<file path="config.mk">
export PLATFORM = sky130hd
export DESIGN_NAME = ema_level_hysteresis_switch_unit_flat
export DESIGN_NICKNAME = d
export VERILOG_FILES = /design/src/sv/elhs_pkg.sv /design/src/sv/elhs_if.sv /design/src/sv/ema_level_hysteresis_switch_unit.sv /design/src/flat_wrapper.sv
export SDC_FILE = /design/constraint.sdc
export NUM_CORES = 1
export LEC_CHECK = 0
export BUFFER_PORTS_ARGS = -buffer_cell sky130_fd_sc_hd__buf_2
export CAP_MARGIN = 20
export CORE_ASPECT_RATIO = 0.75
export CORE_MARGIN = 1
export CORE_UTILIZATION = 30
export DETAILED_ROUTE_END_ITERATION = 10
export PLACE_DENSITY = 0.54
export SLEW_MARGIN = 20
export SYNTH_ARGS = -nofsm -noshare
export SYNTH_HDL_FRONTEND = slang
export SYNTH_SLANG_ARGS = --single-unit
</file>
<file path="constraint.sdc">
create_clock -name clk -period 11.95 [get_ports clk]
set_input_delay 1.7925 -clock clk [delete_from_list [all_inputs] [get_ports clk]]
set_output_delay 1.7925 -clock clk [all_outputs]
set_load 0.03 [all_outputs]
</file>
<file path="src/sv/elhs_pkg.sv">
// Shared widths, reset values, register indexes and controller states of the level switch.
package elhs_pkg;

	// Field widths.
	localparam int SAMPLE_BITS   = 12;
	localparam int FRAC_BITS     = 16;
	localparam int ALPHA_BITS    = 16;
	localparam int PCT_BITS      = 7;
	localparam int FILT_BITS     = SAMPLE_BITS + FRAC_BITS;
	localparam int NUM_BITS      = SAMPLE_BITS + PCT_BITS;
	localparam int CNT_BITS      = $clog2(ALPHA_BITS);
	localparam int CFG_IDX_BITS  = 3;
	localparam int CFG_DATA_BITS = 16;

	// Full scale of the mapped level.
	localparam int PCT_MAX = 100;

	// Register reset values.
	localparam logic [SAMPLE_BITS-1:0] DRY_RESET   = SAMPLE_BITS'(3200);
	localparam logic [SAMPLE_BITS-1:0] WET_RESET   = SAMPLE_BITS'(1200);
	localparam logic [PCT_BITS-1:0]    LOW_RESET   = PCT_BITS'(30);
	localparam logic [PCT_BITS-1:0]    HIGH_RESET  = PCT_BITS'(45);
	localparam logic [ALPHA_BITS-1:0]  ALPHA_RESET = ALPHA_BITS'(9830);

	// Configuration register indexes.
	typedef enum logic [CFG_IDX_BITS-1:0] {
		CFG_DRY_LEVEL   = 3'd0,
		CFG_WET_LEVEL   = 3'd1,
		CFG_LOW_THRESH  = 3'd2,
		CFG_HIGH_THRESH = 3'd3,
		CFG_SMOOTHING   = 3'd4
	} cfg_idx_t;

	// Controller states.
	typedef enum logic [2:0] {
		ST_IDLE,
		ST_MUL,
		ST_UPD,
		ST_PREP,
		ST_DIV,
		ST_HAND
	} state_t;

endpackage

</file>
<file path="src/sv/elhs_if.sv">
// Request channels of the level switch: sample input and result output.
interface elhs_sample_if;
	logic                            valid;
	logic                            ready;
	logic [elhs_pkg::SAMPLE_BITS-1:0] sample;

	modport source (output valid, output sample, input ready);
	modport sink (input valid, input sample, output ready);
endinterface

interface elhs_result_if;
	logic                            valid;
	logic                            ready;
	logic [elhs_pkg::SAMPLE_BITS-1:0] filtered_level;
	logic [elhs_pkg::PCT_BITS-1:0]    level_percent;
	logic                            switch_on;
	logic                            drive_n;

	modport source (output valid, output filtered_level, output level_percent,
		output switch_on, output drive_n, input ready);
	modport sink (input valid, input filtered_level, input level_percent,
		input switch_on, input drive_n, output ready);
endinterface

</file>
<file path="src/sv/ema_level_hysteresis_switch_unit.sv">
// Top level of the smoothed level switch: filter, percent mapping and hysteresis.

// Each sample request runs through an exponential moving average held in Q12.16, is mapped
// from the dry/wet levels onto 0..100 percent and drives a hysteresis switch; one result
// request follows each sample. The unit works on one sample at a time: it accepts the
// sample, runs the bit-serial smoothing multiply (one bit of the smoothing weight per
// cycle), updates the filter, prepares the mapping, runs a restoring divider (one quotient
// bit per cycle) and loads the result register, waiting for it to be free. The result
// register frees the controller, so the next sample is taken while a result still waits
// downstream. The first sample after reset seeds the filter.
module ema_level_hysteresis_switch_unit (
	input  logic                                clk,
	input  logic                                arst_n,
	input  logic                                cfg_we,
	input  logic [elhs_pkg::CFG_IDX_BITS-1:0]  cfg_index,
	input  logic [elhs_pkg::CFG_DATA_BITS-1:0] cfg_data,
	elhs_sample_if.sink                         sample_ch,
	elhs_result_if.source                       result_ch
);

	// Configuration registers.
	logic [elhs_pkg::SAMPLE_BITS-1:0] dry_q;
	logic [elhs_pkg::SAMPLE_BITS-1:0] wet_q;
	logic [elhs_pkg::PCT_BITS-1:0]    low_q;
	logic [elhs_pkg::PCT_BITS-1:0]    high_q;
	logic [elhs_pkg::ALPHA_BITS-1:0]  alpha_q;

	// Filter and switch state.
	logic [elhs_pkg::FILT_BITS-1:0] filt_q;
	logic                           seeded_q;
	logic                           switch_q;

	// Controller.
	elhs_pkg::state_t               state_q;
	elhs_pkg::state_t               state_nxt;
	logic [elhs_pkg::CNT_BITS-1:0]  cnt_q;

	// Multiply datapath.
	logic [elhs_pkg::FILT_BITS-1:0]  diff_q;
	logic                            neg_q;
	logic [elhs_pkg::FILT_BITS-1:0]  acc_q;
	logic [elhs_pkg::ALPHA_BITS-1:0] abits_q;

	// Mapping and divide datapath.
	logic [elhs_pkg::SAMPLE_BITS-1:0] rem_q;
	logic [elhs_pkg::SAMPLE_BITS-1:0] span_q;
	logic [elhs_pkg::PCT_BITS-1:0]    nbits_q;
	logic [elhs_pkg::PCT_BITS-1:0]    quot_q;
	logic                             force_zero_q;
	logic                             force_full_q;

	// Result register.
	logic                             res_valid_q;
	logic [elhs_pkg::SAMPLE_BITS-1:0] res_level_q;
	logic [elhs_pkg::PCT_BITS-1:0]    res_pct_q;
	logic                             res_switch_q;

	// Control outputs.
	logic accept;
	logic res_free;
	logic res_load;

	// Combinational datapath signals.
	logic [elhs_pkg::FILT_BITS-1:0]   x_full;
	logic [elhs_pkg::FILT_BITS:0]     x_minus_f;
	logic [elhs_pkg::FILT_BITS:0]     mul_sum;
	logic [elhs_pkg::SAMPLE_BITS-1:0] level;
	logic [elhs_pkg::SAMPLE_BITS:0]   a_sgn;
	logic [elhs_pkg::SAMPLE_BITS:0]   s_sgn;
	logic [elhs_pkg::SAMPLE_BITS-1:0] a_abs;
	logic [elhs_pkg::SAMPLE_BITS-1:0] s_abs;
	logic [elhs_pkg::NUM_BITS-1:0]    num;
	logic [elhs_pkg::SAMPLE_BITS:0]   trial;
	logic                             trial_ge;
	logic [elhs_pkg::PCT_BITS-1:0]    pct;
	logic                             switch_nxt;

	// Next state.
	always_comb begin
		state_nxt = state_q;
		case (state_q)
			elhs_pkg::ST_IDLE: begin
				if (sample_ch.valid) state_nxt = elhs_pkg::ST_MUL;
			end
			elhs_pkg::ST_MUL: begin
				if (cnt_q == '0) state_nxt = elhs_pkg::ST_UPD;
			end
			elhs_pkg::ST_UPD:  state_nxt = elhs_pkg::ST_PREP;
			elhs_pkg::ST_PREP: state_nxt = elhs_pkg::ST_DIV;
			elhs_pkg::ST_DIV: begin
				if (cnt_q == '0) state_nxt = elhs_pkg::ST_HAND;
			end
			elhs_pkg::ST_HAND: begin
				if (res_free) state_nxt = elhs_pkg::ST_IDLE;
			end
			default: state_nxt = elhs_pkg::ST_IDLE;
		endcase
	end

	// Controller outputs.
	always_comb begin
		res_free = !res_valid_q || result_ch.ready;
		accept   = 1'b0;
		res_load = 1'b0;
		case (state_q)
			elhs_pkg::ST_IDLE: accept   = sample_ch.valid;
			elhs_pkg::ST_HAND: res_load = res_free;
			default: begin
				accept   = 1'b0;
				res_load = 1'b0;
			end
		endcase
	end

	assign sample_ch.ready = (state_q == elhs_pkg::ST_IDLE);

	// Sample difference and one shift-add step of the multiply.
	always_comb begin
		x_full    = {sample_ch.sample, {elhs_pkg::FRAC_BITS{1'b0}}};
		x_minus_f = {1'b0, x_full} - {1'b0, filt_q};
		mul_sum   = {1'b0, acc_q} + (abits_q[0] ? {1'b0, diff_q} : '0);
	end

	// Signed offsets of the level and span from the dry level, and the scaled numerator.
	always_comb begin
		level = filt_q[elhs_pkg::FILT_BITS-1:elhs_pkg::FRAC_BITS];
		a_sgn = {1'b0, level} - {1'b0, dry_q};
		s_sgn = {1'b0, wet_q} - {1'b0, dry_q};
		a_abs = a_sgn[elhs_pkg::SAMPLE_BITS] ? elhs_pkg::SAMPLE_BITS'(-a_sgn)
		                                     : a_sgn[elhs_pkg::SAMPLE_BITS-1:0];
		s_abs = s_sgn[elhs_pkg::SAMPLE_BITS] ? elhs_pkg::SAMPLE_BITS'(-s_sgn)
		                                     : s_sgn[elhs_pkg::SAMPLE_BITS-1:0];
		num   = elhs_pkg::NUM_BITS'(a_abs) * elhs_pkg::NUM_BITS'(elhs_pkg::PCT_MAX);
	end

	// One restoring divide step.
	always_comb begin
		trial    = {rem_q, nbits_q[elhs_pkg::PCT_BITS-1]};
		trial_ge = (trial >= {1'b0, span_q});
	end

	// Final percent and hysteresis; the switch-on test wins when the thresholds overlap.
	always_comb begin
		if (force_zero_q) begin
			pct = '0;
		end else if (force_full_q) begin
			pct = elhs_pkg::PCT_BITS'(elhs_pkg::PCT_MAX);
		end else begin
			pct = quot_q;
		end
		if (pct < low_q) begin
			switch_nxt = 1'b1;
		end else if (pct > high_q) begin
			switch_nxt = 1'b0;
		end else begin
			switch_nxt = switch_q;
		end
	end

	// Configuration writes.
	always_ff @(posedge clk or negedge arst_n) begin
		if (!arst_n) begin
			dry_q   <= elhs_pkg::DRY_RESET;
			wet_q   <= elhs_pkg::WET_RESET;
			low_q   <= elhs_pkg::LOW_RESET;
			high_q  <= elhs_pkg::HIGH_RESET;
			alpha_q <= elhs_pkg::ALPHA_RESET;
		end else if (cfg_we) begin
			case (cfg_index)
				elhs_pkg::CFG_DRY_LEVEL:   dry_q   <= cfg_data[elhs_pkg::SAMPLE_BITS-1:0];
				elhs_pkg::CFG_WET_LEVEL:   wet_q   <= cfg_data[elhs_pkg::SAMPLE_BITS-1:0];
				elhs_pkg::CFG_LOW_THRESH:  low_q   <= cfg_data[elhs_pkg::PCT_BITS-1:0];
				elhs_pkg::CFG_HIGH_THRESH: high_q  <= cfg_data[elhs_pkg::PCT_BITS-1:0];
				elhs_pkg::CFG_SMOOTHING:   alpha_q <= cfg_data[elhs_pkg::ALPHA_BITS-1:0];
				default: ;
			endcase
		end
	end

	// Controller and filter state.
	always_ff @(posedge clk or negedge arst_n) begin
		if (!arst_n) begin
			state_q     <= elhs_pkg::ST_IDLE;
			seeded_q    <= 1'b0;
			switch_q    <= 1'b0;
			filt_q      <= '0;
			res_valid_q <= 1'b0;
		end else begin
			state_q <= state_nxt;
			if (accept && !seeded_q) begin
				filt_q   <= x_full;
				seeded_q <= 1'b1;
			end else if (state_q == elhs_pkg::ST_UPD) begin
				filt_q <= neg_q ? filt_q - acc_q : filt_q + acc_q;
			end
			if (res_load) begin
				switch_q    <= switch_nxt;
				res_valid_q <= 1'b1;
			end else if (result_ch.ready) begin
				res_valid_q <= 1'b0;
			end
		end
	end

	// Serial multiply and divide datapath.
	always_ff @(posedge clk) begin
		case (state_q)
			elhs_pkg::ST_IDLE: begin
				if (seeded_q) begin
					neg_q  <= x_minus_f[elhs_pkg::FILT_BITS];
					diff_q <= x_minus_f[elhs_pkg::FILT_BITS]
					          ? elhs_pkg::FILT_BITS'(-x_minus_f)
					          : x_minus_f[elhs_pkg::FILT_BITS-1:0];
				end else begin
					// A seeding sample starts with a zero difference, so the step is zero.
					neg_q  <= 1'b0;
					diff_q <= '0;
				end
				acc_q   <= '0;
				abits_q <= alpha_q;
				cnt_q   <= elhs_pkg::CNT_BITS'(elhs_pkg::ALPHA_BITS - 1);
			end
			elhs_pkg::ST_MUL: begin
				acc_q   <= mul_sum[elhs_pkg::FILT_BITS:1];
				abits_q <= abits_q >> 1;
				cnt_q   <= cnt_q - 1'b1;
			end
			elhs_pkg::ST_PREP: begin
				// Opposite signs, a zero span or a zero offset give zero; an offset at
				// least as large as the span clamps to full scale.
				force_zero_q <= (s_abs == '0) || (a_abs == '0) ||
				                (a_sgn[elhs_pkg::SAMPLE_BITS] != s_sgn[elhs_pkg::SAMPLE_BITS]);
				force_full_q <= (a_abs >= s_abs);
				span_q       <= s_abs;
				rem_q        <= num[elhs_pkg::NUM_BITS-1:elhs_pkg::PCT_BITS];
				nbits_q      <= num[elhs_pkg::PCT_BITS-1:0];
				quot_q       <= '0;
				cnt_q        <= elhs_pkg::CNT_BITS'(elhs_pkg::PCT_BITS - 1);
			end
			elhs_pkg::ST_DIV: begin
				rem_q   <= trial_ge ? elhs_pkg::SAMPLE_BITS'(trial - {1'b0, span_q})
				                    : trial[elhs_pkg::SAMPLE_BITS-1:0];
				quot_q  <= {quot_q[elhs_pkg::PCT_BITS-2:0], trial_ge};
				nbits_q <= nbits_q << 1;
				cnt_q   <= cnt_q - 1'b1;
			end
			default: ;
		endcase
	end

	// Result payload.
	always_ff @(posedge clk) begin
		if (res_load) begin
			res_level_q  <= level;
			res_pct_q    <= pct;
			res_switch_q <= switch_nxt;
		end
	end

	assign result_ch.valid          = res_valid_q;
	assign result_ch.filtered_level = res_level_q;
	assign result_ch.level_percent  = res_pct_q;
	assign result_ch.switch_on      = res_switch_q;
	assign result_ch.drive_n        = !res_switch_q;

endmodule

</file>
<file path="src/flat_wrapper.sv">
// flat-port wrapper written by rule: the top's interface ports become plain ports
module ema_level_hysteresis_switch_unit_flat 
  (clk, arst_n, cfg_we, cfg_index, cfg_data, sample_ch_valid, sample_ch_sample, sample_ch_ready, result_ch_valid, result_ch_filtered_level, result_ch_level_percent, result_ch_switch_on, result_ch_drive_n, result_ch_ready);
  elhs_sample_if sample_ch_i ();
  elhs_result_if result_ch_i ();
  input  logic clk;
  input  logic arst_n;
  input  logic cfg_we;
  input  logic [elhs_pkg::CFG_IDX_BITS-1:0] cfg_index;
  input  logic [elhs_pkg::CFG_DATA_BITS-1:0] cfg_data;
  input wire logic [$bits(sample_ch_i.valid)-1:0] sample_ch_valid;
  input wire logic [$bits(sample_ch_i.sample)-1:0] sample_ch_sample;
  output wire logic [$bits(sample_ch_i.ready)-1:0] sample_ch_ready;
  output wire logic [$bits(result_ch_i.valid)-1:0] result_ch_valid;
  output wire logic [$bits(result_ch_i.filtered_level)-1:0] result_ch_filtered_level;
  output wire logic [$bits(result_ch_i.level_percent)-1:0] result_ch_level_percent;
  output wire logic [$bits(result_ch_i.switch_on)-1:0] result_ch_switch_on;
  output wire logic [$bits(result_ch_i.drive_n)-1:0] result_ch_drive_n;
  input wire logic [$bits(result_ch_i.ready)-1:0] result_ch_ready;
  assign sample_ch_i.valid = sample_ch_valid;
  assign sample_ch_i.sample = sample_ch_sample;
  assign sample_ch_ready = sample_ch_i.ready;
  assign result_ch_valid = result_ch_i.valid;
  assign result_ch_filtered_level = result_ch_i.filtered_level;
  assign result_ch_level_percent = result_ch_i.level_percent;
  assign result_ch_switch_on = result_ch_i.switch_on;
  assign result_ch_drive_n = result_ch_i.drive_n;
  assign result_ch_i.ready = result_ch_ready;
  ema_level_hysteresis_switch_unit u_core (.clk(clk), .arst_n(arst_n), .cfg_we(cfg_we), .cfg_index(cfg_index), .cfg_data(cfg_data), .sample_ch(sample_ch_i), .result_ch(result_ch_i));
endmodule
</file>
==> results list, run 1 <==
* Area fraction of the dominant cell type after synthesis: 0.2305
- Based on the critical path, the design can be clocked at up to 0.1537 GHz.
- STA classifies the critical path startpoint as a flip-flop.
- Dividing the final minimum period by the clock period gives 0.5445.
- Number of buffers added to fix hold violations after cts: 0
- The number of nets in the synthesized netlist is ~2,100.
* Die ar.: around 60,000 um^2
* Initial detailed-routing violation count: roughly 1,300
* Final net count: roughly 2,200
* Synth Warn #: 0
- The number of setup buffers added after CTS is 0.
* Die height: roughly 210 um
* Final setup viols: 0
- Cell taking the most area after synthesis: sky130_fd_sc_hd__edfxtp_1
- Among all flip-flop cells after synthesis, the most frequent one is sky130_fd_sc_hd__edfxtp_1.
- Die span in x: between 200 and 300 um
- For met2 alone, demand over resource in global routing was 0.2381.
* Iteration count of the initial detailed-routing pass: 5
- Last weighted congestion value of the routability-driven placer: ~0.89
- Met1 track demand over resource: 0.2690
* Hold Violations, Final: 0
- The initialized floorplan defines 76 standard-cell rows.
- The tightest min-delay check is of the reg2reg type.
- Among all cell types in the netlist, the one instantiated most often is sky130_fd_sc_hd__ha_1.
- Antenna violation net count after detailed routing: 0
* Fin crit period: ~6.5 ns
* Critical path class: reg2reg
- By area the synthesized netlist is led by sky130_fd_sc_hd__edfxtp_1 23%, sky130_fd_sc_hd__ha_1 12%, sky130_fd_sc_hd__dfrtp_1 9.4%.
- After synthesis, the mean cell area works out to a little over 9 um^2.
* Core area: between 50,000 and 60,000 um^2
- Netlist area before placement: approximately 18,000 um^2
- The share of the Yosys chip area taken by registers is 0.3573.
* Met3 track utilization from global routing: 0.03035
* WP data arrival: 6.81 ns
* Post-cts resize count: 0
* Detailed-route wire length: ~50 mm
- Across every metal layer, demand over resource in global routing totals 0.1716.
- Drc violations: 0
* Post-DP HPWL: between 30 and 40 mm
- Max Slew Vio Count: 0
* Worst-Margin Slew: about 1.0 ns
* Number of synthesized flops with an enable pin: 135
- Counting the fill cells in the layout gives roughly 5,900.
- In the final timing run, aggregate negative setup slack is 0 ns.
- TritonCTS built the clock tree.
* Max-slew headroom at the worst pin: 0.2895
* Wire length of the first global-routing pass: between 70 and 80 mm
- Clock-pin transition on the worst setup and hold timing paths: approximately 0.06 ns
- The initial utilization of the core area, before any placement, comes to 0.3052.
* Total global routing overflow: 0
- Post-synthesis cell count: 1,909
- TritonCTS sink count: around 220
- Distinct cells, synth: just over 80
* Port Buffers: 58
- Register bit total from synthesis: approximately 220
- Via count of the first global-routing pass: ~14,000
* Share of final-layout standard cells stronger than drive strength 1: 0.1157
* Top post-synthesis cells by count: 175 x sky130_fd_sc_hd__ha_1, 168 x sky130_fd_sc_hd__nand2_1, 145 x sky130_fd_sc_hd__inv_1, 136 x sky130_fd_sc_hd__nor2_1, 135 x sky130_fd_sc_hd__edfxtp_1
- Number of buffers created by CTS: 28
* Antenna diode count: 0
- Area growth syn-to-layout: 12.58%
* RSZ-0062 raised after global routing: no
- Share of flip-flops with an asynchronous set or reset: 0.3946
- The final route contains 14,400 vias.
- Critical path required time: 12.25 ns
- Run status: completed
- Routing layer with the top usage in global route: met1
* Clock root buffer: sky130_fd_sc_hd__clkbuf_16
* Number of max-capacitance violations reported: 0
- The clock passes through at most 3 buffers.
- In this run the worst path has a maximum fanout of 13.
* Initial antenna violation count: 2
- Clock Skews: about 0.047 ns
* Clk Latency, worst-skew pair: approximately 0.60 ns
- Endpoint kind of the worst setup timing path: flip-flop
- I/O Pins: between 50 and 60
- After detailed routing, the average wire length per cell comes to ~19 um.
* Largest net degree at the start of global routing: 67
- In the routed layout, each cell is associated on average with a via count of around 5.2.
- # H-tree levels: 1
layout make-up:
class | instances | area [um^2] | share of cell area
multi-input combinational | 1484 | 10580 | 0.5343
sequential | 223 | 6284 | 0.3174
tap | 780 | 975.9 | 0.04929
clock buffer | 36 | 822.0 | 0.04152
inverter | 145 | 544.3 | 0.02749
timing repair buffer | 76 | 427.9 | 0.02161
clock inverter | 16 | 166.4 | 0.008405
routing by layer:
layer / vias up / routed length [um]
met3: 61 / 3514
met4: 0 / 1183
met2: 432 / 19820
met5: - / 0
met1: 6940 / 26620
li1: 6964 / -
state kept, by name, indices dropped and copies added (netlist names), 3 cells and up:
signal                           cells
u_core.abits_q                      16
u_core.acc_q                        28
u_core.alpha_q                      16
u_core.cnt_q                         4
u_core.diff_q                       28
u_core.dry_q                        12
u_core.filt_q                       28
u_core.high_q                        7
u_core.low_q                         7
u_core.nbits_q                       5
u_core.quot_q                        7
u_core.rem_q                        12
u_core.result_ch.filtered_level     12
u_core.result_ch.level_percent       7
u_core.span_q                       12
u_core.state_q                       3
u_core.wet_q                        12
kinds of logic (layout without fill, tap and decap cells):
| kind of cell | count (synthesis) | after routing | synth area share |
|---|---|---|---|
| multiplexers | 49 | 49 | 0.03073 |
| buffers and inverters | 202 | 273 | 0.04404 |
| adder cells (fa/ha/maj) | 187 | 187 | 0.1376 |
| AND/OR/NAND/NOR | 610 | 610 | 0.1737 |
| flip-flops | 223 | 223 | 0.3573 |
| XOR/XNOR | 163 | 163 | 0.08203 |
| AO/OA/AOI/OAI | 475 | 475 | 0.1746 |
critical path, stage by stage (launching register included):
cell and delay [ns]:
sky130_fd_sc_hd__dfrtp_1 0.38, sky130_fd_sc_hd__inv_1 0.10, sky130_fd_sc_hd__ha_1 0.25, sky130_fd_sc_hd__fa_1 0.39, sky130_fd_sc_hd__nand2b_1 0.21, sky130_fd_sc_hd__a21oi_1 0.46, sky130_fd_sc_hd__o2111ai_1 0.21, sky130_fd_sc_hd__a21oi_1 0.78
sky130_fd_sc_hd__a21oi_1 0.11, sky130_fd_sc_hd__xor2_1 0.39, sky130_fd_sc_hd__inv_1 0.15, sky130_fd_sc_hd__ha_1 0.32, sky130_fd_sc_hd__ha_1 0.28, sky130_fd_sc_hd__inv_1 0.05, sky130_fd_sc_hd__fa_1 0.53, sky130_fd_sc_hd__inv_1 0.04
sky130_fd_sc_hd__ha_1 0.33, sky130_fd_sc_hd__a21o_1 0.20, sky130_fd_sc_hd__a31o_2 0.22, sky130_fd_sc_hd__a211oi_1 0.29, sky130_fd_sc_hd__o21ai_0 0.13, sky130_fd_sc_hd__o311ai_0 0.13, sky130_fd_sc_hd__xor2_1 0.19, sky130_fd_sc_hd__mux2i_1 0.08
layout by cell type (no fill, tap or decap), types with 22 or more instances in the layout:
cell type / synthesis / layout
sky130_fd_sc_hd__edfxtp_1: 135 / 135
sky130_fd_sc_hd__nor2_1: 136 / 133
sky130_fd_sc_hd__and2_1: 67 / 67
sky130_fd_sc_hd__mux2_2: 40 / 40
sky130_fd_sc_hd__nand2b_1: 24 / 24
sky130_fd_sc_hd__xor2_1: 62 / 62
sky130_fd_sc_hd__o21a_1: 24 / 24
sky130_fd_sc_hd__a21oi_1: 118 / 118
sky130_fd_sc_hd__nor2b_1: 29 / 29
sky130_fd_sc_hd__nand2_1: 168 / 168
sky130_fd_sc_hd__ha_1: 175 / 175
sky130_fd_sc_hd__a21o_1: 46 / 46
sky130_fd_sc_hd__dfstp_2: 22 / 22
sky130_fd_sc_hd__buf_2: 1 / 57
sky130_fd_sc_hd__xnor2_1: 100 / 100
sky130_fd_sc_hd__clkbuf_16: 0 / 29
sky130_fd_sc_hd__nor3_1: 49 / 46
sky130_fd_sc_hd__dfrtp_1: 66 / 66
sky130_fd_sc_hd__a31oi_1: 25 / 25
sky130_fd_sc_hd__nand3_1: 27 / 27
sky130_fd_sc_hd__inv_1: 145 / 145
sky130_fd_sc_hd__o21ai_0: 113 / 113
final timing paths:
check	slack, ns	start	depth (start not counted)	endpoint
min in group asynchronous	1.13	arst_n	1	u_core.alpha_q[15]
worst min-delay path	0.50	u_core.low_q[4]	2	u_core.low_q[4]
max in group asynchronous	9.60	arst_n	2	u_core.high_q[1]
worst min register to register	0.50	u_core.low_q[4]	2	u_core.low_q[4]
worst max-delay path	5.44	u_core.filt_q[16]	23	u_core.rem_q[10]
worst max register to register	5.44	u_core.filt_q[16]	23	u_core.rem_q[10]
per-stage QoR:
stage / setup WS [ns] / cells / area (um^2) / hold WS, ns / utilization
after floorplan: 6.460 / 1909 / 17590 / 0.4531 / -
after global placement: 5.761 / 2708 / 18810 / 0.4611 / 0.3264
after detailed placement: 5.551 / 2708 / 18810 / 0.4933 / 0.3264
after CTS: 5.524 / 2760 / 19800 / 0.5043 / 0.3436
after global routing: 4.860 / 2760 / 19800 / 0.5258 / 0.3436
final: 5.443 / 2760 / 19800 / 0.5050 / 0.3436
Power of run 1 is left out: the tool's default activity adds up to more than one toggle a clock period on the data nets, which glitch-free logic cannot reach.
==> inputs of run 2 (changes only) <==
==> constraint.sdc (replaced) <==
create_clock -name clk -period 6.26 [get_ports clk]
set_input_delay 0.939 -clock clk [delete_from_list [all_inputs] [get_ports clk]]
set_output_delay 0.939 -clock clk [all_outputs]
set_load 0.03 [all_outputs]
==> run 2 against run 1 <==
Setup slack lost 5.0 ns. Sequential cell count stayed put. Non-clock buffer count grew 11. Via count fell by 0.59%. Register-to-register slack lost 5.0 ns. Fmax grew 12%. Wire length is 0.43% lower. Critical endpoint is now u_core.rem_q[11].
==> results list, run 2 (same netlist as run 1, synthesis figures left out) <==
* Clock Skews: approximately 0.042 ns
- Sequential cell area: 6285 um^2
* Share of the cycle needed by the critical path after routing: 0.9265
- The worst path needs 5.800 ns of the cycle, external delays included.
- F_max: ~0.17 GHz
- Measured against its own limit, the worst slew margin works out to 0.3668.
- Most frequent standard cell in the layout excluding fill and tap cells: sky130_fd_sc_hd__ha_1
- Via density: roughly 5.2
- Bufs on Longest Clock Path: 3
* Starting density of the core: 0.3052
- At the worst endpoint, the required time is roughly 6.7 ns.
* # H-tree levels: 1
- Before antenna repair, the detailed router went through 6 iterations.
* Area of combinational cells with multiple inputs: 10,590 um^2
- Of the cells placed in the final design, the portion with a size suffix greater than 1 is 0.1226.
- Total global routing overflow: 0
* Detail-routed net length per standard cell: 18.35 um
- Counting the buffers created by CTS gives 28.
* Final instance area: around 20,000 um^2
- The die covers around 60,000 um^2.
- Clock-pin transition on the worst setup and hold timing paths: around 0.060 ns
* Clk Latency, worst-skew pair: approximately 0.6 ns
- Initial detailed-routing violation count: around 1,400
- Global-route usage over all layers: 0.1696
- Critical path class: reg2reg
* Hold Violations, Final: 0
- The die is between 200 and 250 um tall.
- Input and output buffers added on the ports amount to 58.
- After clock tree synthesis, the setup repair step added 0 buffers.
- Once layout is complete, the utilization of the core stands at 0.3443.
* Run status: completed
- RSZ-0062 raised after global routing: no
- The most critical setup path has its startpoint at u_core.dry_q[1].
* Number of rows created at floorplan: 76
- Total placed instance area: 18,890 um^2
* Last weighted congestion value of the routability-driven placer: around 0.92
- Type of the tightest min-delay check: in2async
- Post-route setup slack: 0.4601 ns
- Worst-Margin Slew: around 0.95 ns
* Number of max-capacitance violations reported: 0
* WP data arrival: 6.22 ns
- In this run the worst path has a maximum fanout of 5.
- Worst setup SP type: flip-flop
- Via count of the first global-routing pass: around 14,000
- Clock tree from TritonCTS: built
- In the layout the commonest cells are 175 x sky130_fd_sc_hd__ha_1, 168 x sky130_fd_sc_hd__nand2_1, 145 x sky130_fd_sc_hd__inv_1.
- Initial antenna violation count: 1
- Worst Setup Slack post-DPL: roughly 0.43 ns
- The floorplan step defined a core boundary enclosing around 58,000 um^2.
- Endpoint kind of the worst setup timing path: flip-flop
* Final setup viols: 0
- Max Slew Vio Count: 0
* Antenna violation net count after detailed routing: 0
* Post-DP HPWL: a little under 40 mm
- I/O Pins: between 50 and 60
- Area growth syn-to-layout: 12.82%
- The routed design has ~50 mm of wire.
- The first global-routing pass estimated about 79 mm of wire.
* Via count: between 10,000 and 15,000
* Largest regs: u_core.acc_q (28), u_core.diff_q (28), u_core.filt_q (28)
- Die span in x: 281.6 um
- Largest net degree at the start of global routing: 48
- CTS saw 223 sinks.
* Startpoint of the most critical register-to-register path: u_core.dry_q[1]
* Clock root buffer: sky130_fd_sc_hd__clkbuf_16
- Sum Neg Setup Slack: 0 ns
* Final net count: around 2,200
* Drc violations: 0
- Fillers: 5,918
run 2: changes by cell type in the layout (fill, tap and decap cells not counted), sizes merged:
cell      before  now
clkinvlp       1    4
clkbuf        36   35
inv          147  146
diode          0    3
bufinv         2    1
buf           76   87
run 2: cell type report:
type	count	area share
antenna	3	0.0003784
clock buffer	35	0.03922
clock inverter	17	0.007756
inverter	145	0.02743
multi-input combinational	1484	0.5335
sequential	223	0.3167
tap	780	0.04919
timing repair buffer	87	0.02573
run 2: what timing repair did:
action,CTS,global route
hold endpoints to repair,0,0
setup endpoints to repair,0,4
hold buffers,0,0
gates resized for setup,0,2
run 2: layer usage:
metal / track usage / vias to the layer above / share of wire
met5: 0 / - / 0
met2: 0.2340 / 371 / 0.39
met1: 0.2689 / 6900 / 0.53
met3: 0.02858 / 48 / 0.062
li1: - / 6993 / -
met4: 0.03654 / 0 / 0.018
run 2: per-stage QoR:
| step | hold WS (ns) | std cells |
|---|---|---|
| 2_1_floorplan | 0.4531 | 1909 |
| 3_3_place_gp | 0.4617 | 2719 |
| 3_5_place_dp | 0.4802 | 2719 |
| 4_1_cts | 0.4386 | 2771 |
| 5_1_grt | 0.4601 | 2771 |
| 6_report | 0.4135 | 2774 |
run 2: path summary, 6_finish.rpt:
| path | slack [ns] | endpoint | depth (start not counted) |
|---|---|---|---|
| max | 0.46 | u_core.rem_q[11] | 20 |
| max in group asynchronous | 4.72 | u_core.seeded_q | 2 |
| min in group clk | 0.49 | u_core.abits_q[4] | 2 |
| max reg2reg | 0.46 | u_core.rem_q[11] | 20 |
| min | 0.41 | u_core.alpha_q[14] | 1 |
| min reg2reg | 0.49 | u_core.abits_q[4] | 2 |
run 2: critical path, cell delays in order (launching register included):
cell and delay, ns:
sky130_fd_sc_hd__dfrtp_1 0.38, sky130_fd_sc_hd__inv_1 0.12, sky130_fd_sc_hd__ha_1 0.31, sky130_fd_sc_hd__nor2b_1 0.26
sky130_fd_sc_hd__o2111ai_1 0.21, sky130_fd_sc_hd__a31oi_1 0.42, sky130_fd_sc_hd__mux2i_1 0.13, sky130_fd_sc_hd__a2111oi_1 0.72
sky130_fd_sc_hd__a41oi_1 0.27, sky130_fd_sc_hd__xor3_1 0.46, sky130_fd_sc_hd__inv_1 0.12, sky130_fd_sc_hd__ha_1 0.29
sky130_fd_sc_hd__inv_1 0.04, sky130_fd_sc_hd__ha_1 0.28, sky130_fd_sc_hd__ha_1 0.30, sky130_fd_sc_hd__ha_1 0.32
sky130_fd_sc_hd__or2_2 0.29, sky130_fd_sc_hd__a21oi_1 0.14, sky130_fd_sc_hd__a21oi_1 0.07, sky130_fd_sc_hd__or4_1 0.41
sky130_fd_sc_hd__nand3_1 0.09
Power of run 2 is left out for the same reason.
==> inputs of run 3 (changes only) <==
--- a/config.mk
+++ b/config.mk
@@ -8,7 +8,7 @@
 export BUFFER_PORTS_ARGS = -buffer_cell sky130_fd_sc_hd__buf_2
 export CAP_MARGIN = 20
 export CORE_ASPECT_RATIO = 0.75
-export CORE_MARGIN = 1
+export CORE_MARGIN = 3
 export CORE_UTILIZATION = 30
 export DETAILED_ROUTE_END_ITERATION = 10
 export PLACE_DENSITY = 0.54
==> run 3 against run 2 <==
Clock skew decreased by 0.0080 ns. Sequential cell count unchanged. Wire length decreased by 1.0%. Clock-buffer cell count decreased by 1. Non-clock buffer count increased by 1. Via count decreased by 0.16%. Critical path depth unchanged. Cell count decreased by 0.14%. Fmax decreased by 0.11%. Register-to-register slack about the same. Worst hold slack improved by 0.015 ns. Design area decreased by 0.21%.
==> results list, run 3 (same netlist as run 1, synthesis figures left out) <==
- Total placed instance area: about 19,000 um^2
* Most common cell on crit path: sky130_fd_sc_hd__ha_1
- Critical-path cell with the highest stage delay: sky130_fd_sc_hd__a2111oi_1
- The routed layout has 14,290 vias.
- Number of buffers added to fix hold violations after cts: 0
* Crit path buffers/inverters: 3
- Cells along the critical path: inv_1 -> ha_1 -> nor2b_1 -> o2111ai_1 -> a31oi_1 -> mux2i_1 -> a2111oi_1 -> a41oi_1 -> xor3_1 -> inv_1 -> ha_1 -> inv_1 -> ha_1 -> ha_1 -> ha_1 -> or2_2 -> a21oi_1 -> a21oi_1 -> or4_1 -> nand3_1
- Post-DP HPWL: between 30 and 40 mm
- The die is between 200 and 300 um wide.
- Via count of the first global-routing pass: 13,620
- Die ar.: just over 60,000 um^2
- Wire length of the first global-routing pass: around 79 mm
- Post-CTS repair changed the size of 0 cells.
* Largest regs: u_core.acc_q (28), u_core.diff_q (28), u_core.filt_q (28)
- I/O Pins: 59
* Max Slew Vio Count: 0
- Max-slew headroom at the worst pin: 0.2652
- Fin crit period: roughly 5.8 ns
- Cell class contributing the biggest share of worst-path delay: compound AO/OA/AOI/OAI gates
- Run status: completed
* Detailed-route wire length: 50.39 mm
- The worst setup path is launched from a flip-flop.
- Fillers: a little under 6,000
- Relative to the synthesized area, the layout overhead comes to 12.59%.
- Clock-pin transition on the worst setup and hold timing paths: roughly 0.070 ns
* Initial detailed-routing violation count: around 1,300
* Clock root buffer: sky130_fd_sc_hd__clkbuf_16
* Highest net fanout along the worst path: 5
- Clk Latency, worst-skew pair: roughly 0.58 ns
* Critical path class: reg2reg
- Iteration count of the initial detailed-routing pass: 5
- F_max: 0.1722 GHz
- Data on the critical path is required at its endpoint by 6.68 ns.
- Port Buffers: between 50 and 60
- Data on the critical path arrives at its endpoint at about 6.2 ns.
- The initial utilization of the core area, before any placement, comes to 0.3047.
- With fillers left out, the area of the finished cells amounts to 19,800 um^2.
- Clock Skews: roughly 0.034 ns
- Hold Violations, Final: 0
* Share of final-layout standard cells stronger than drive strength 1: 0.1211
- Setup violations remaining at the end of the flow were counted as 0.
- The worst hold path belongs to the class in2async.
- The detailed router used layers up to and including met4.
- # H-tree levels: 1
* Via density: between 5 and 6
- From bottom edge to top edge, the die measures 215.7 um.
- Sum Neg Setup Slack: 0 ns
- Summed over all nets, wire length on met2 after detailed routing comes to between 20 and 25 mm.
* Post-CTS Setup Repair Bufs: 0
- Summed over all layers, the global routing overflow is 0.
* Endpoint kind of the worst setup timing path: flip-flop
- TritonCTS built the clock tree.
- The tool flagged a number of max-cap violations equal to 0.
- Slowest cell delay on critical path: about 0.74 ns
- Antenna violation net count after detailed routing: 0
- Entering global routing, the biggest net connects 46 pins.
* Bufs on Longest Clock Path: 3
* Commonest cells after routing, fill and taps aside: 175 x sky130_fd_sc_hd__ha_1, 168 x sky130_fd_sc_hd__nand2_1, 145 x sky130_fd_sc_hd__inv_1
- Dividing the detail-routed wire length by the instance count gives 18.19 um.
* Most frequent standard cell in the layout excluding fill and tap cells: sky130_fd_sc_hd__ha_1
- Initial antenna violation count: 0
* Last weighted congestion value of the routability-driven placer: ~0.85
* TritonCTS sink count: 223
- Global-route usage over all layers: 0.1620
- The initialized floorplan defines between 70 and 80 standard-cell rows.
- Counting the buffers created by CTS gives 27.
* Worst-Margin Slew: approximately 1.1 ns
- For this block, wires on met1 add up to roughly 26 mm.
- Antenna diode count: 0
- Final net count: approximately 2,200
- In the routed design, unresolved DRC markers number 0.
- RSZ-0062 raised after global routing: no
* Share of the cycle needed by the critical path after routing: 0.9275
- The total area inside the core boundary comes to around 58,000 um^2.
- Routed met3 length: between 3 and 4 mm
[run 3: final timing paths]
check / to / slack (ns) / startpoint / depth (start not counted)
max in group asynchronous: u_core.result_ch.valid / 4.73 / arst_n / 2
max: u_core.rem_q[11] / 0.45 / u_core.dry_q[1] / 20
min in group clk: u_core.alpha_q[15] / 0.50 / u_core.alpha_q[15] / 1
max reg2reg: u_core.rem_q[11] / 0.45 / u_core.dry_q[1] / 20
min reg2reg: u_core.alpha_q[15] / 0.50 / u_core.alpha_q[15] / 1
min: u_core.alpha_q[15] / 0.43 / arst_n / 1
[run 3: worst reg2reg max path: stages (launching register included)]
cell,delay [ns]
sky130_fd_sc_hd__dfrtp_1,0.37
sky130_fd_sc_hd__inv_1,0.11
sky130_fd_sc_hd__ha_1,0.31
sky130_fd_sc_hd__nor2b_1,0.27
sky130_fd_sc_hd__o2111ai_1,0.22
sky130_fd_sc_hd__a31oi_1,0.40
sky130_fd_sc_hd__mux2i_1,0.13
sky130_fd_sc_hd__a2111oi_1,0.74
sky130_fd_sc_hd__a41oi_1,0.25
sky130_fd_sc_hd__xor3_1,0.45
sky130_fd_sc_hd__inv_1,0.11
sky130_fd_sc_hd__ha_1,0.30
sky130_fd_sc_hd__inv_1,0.04
sky130_fd_sc_hd__ha_1,0.28
sky130_fd_sc_hd__ha_1,0.30
sky130_fd_sc_hd__ha_1,0.32
sky130_fd_sc_hd__or2_2,0.29
sky130_fd_sc_hd__a21oi_1,0.15
sky130_fd_sc_hd__a21oi_1,0.08
sky130_fd_sc_hd__or4_1,0.42
sky130_fd_sc_hd__nand3_1,0.10
[run 3: per-layer routing]
metal | global-route usage | vias up
met3 | 0.02735 | 53
met4 | 0.03563 | 0
met2 | 0.2321 | 400
met5 | 0 | -
met1 | 0.2516 | 6857
li1 | - | 6979
[run 3: per-stage QoR]
step,hold WS [ns],worst slack (ns),instances,util
6_report,0.4282,0.4537,2770,0.3430
4_1_cts,0.4400,0.4610,2770,0.3430
3_5_place_dp,0.4808,0.5439,2720,0.3275
5_1_grt,0.4490,0.05963,2770,0.3430
3_3_place_gp,0.4624,0.6627,2719,0.3273
2_1_floorplan,0.4531,0.7702,1909,-
[run 3: area by class of cell]
class / count / area, um^2 / share of cell area
clock buffer: 34 / 752.0 / 0.03798
clock inverter: 16 / 143.9 / 0.007267
inverter: 145 / 544.3 / 0.02749
multi-input combinational: 1484 / 10580 / 0.5341
sequential: 223 / 6284 / 0.3173
tap: 780 / 975.9 / 0.04929
timing repair buffer: 88 / 525.5 / 0.02654
Power of run 3 is left out for the same reason.
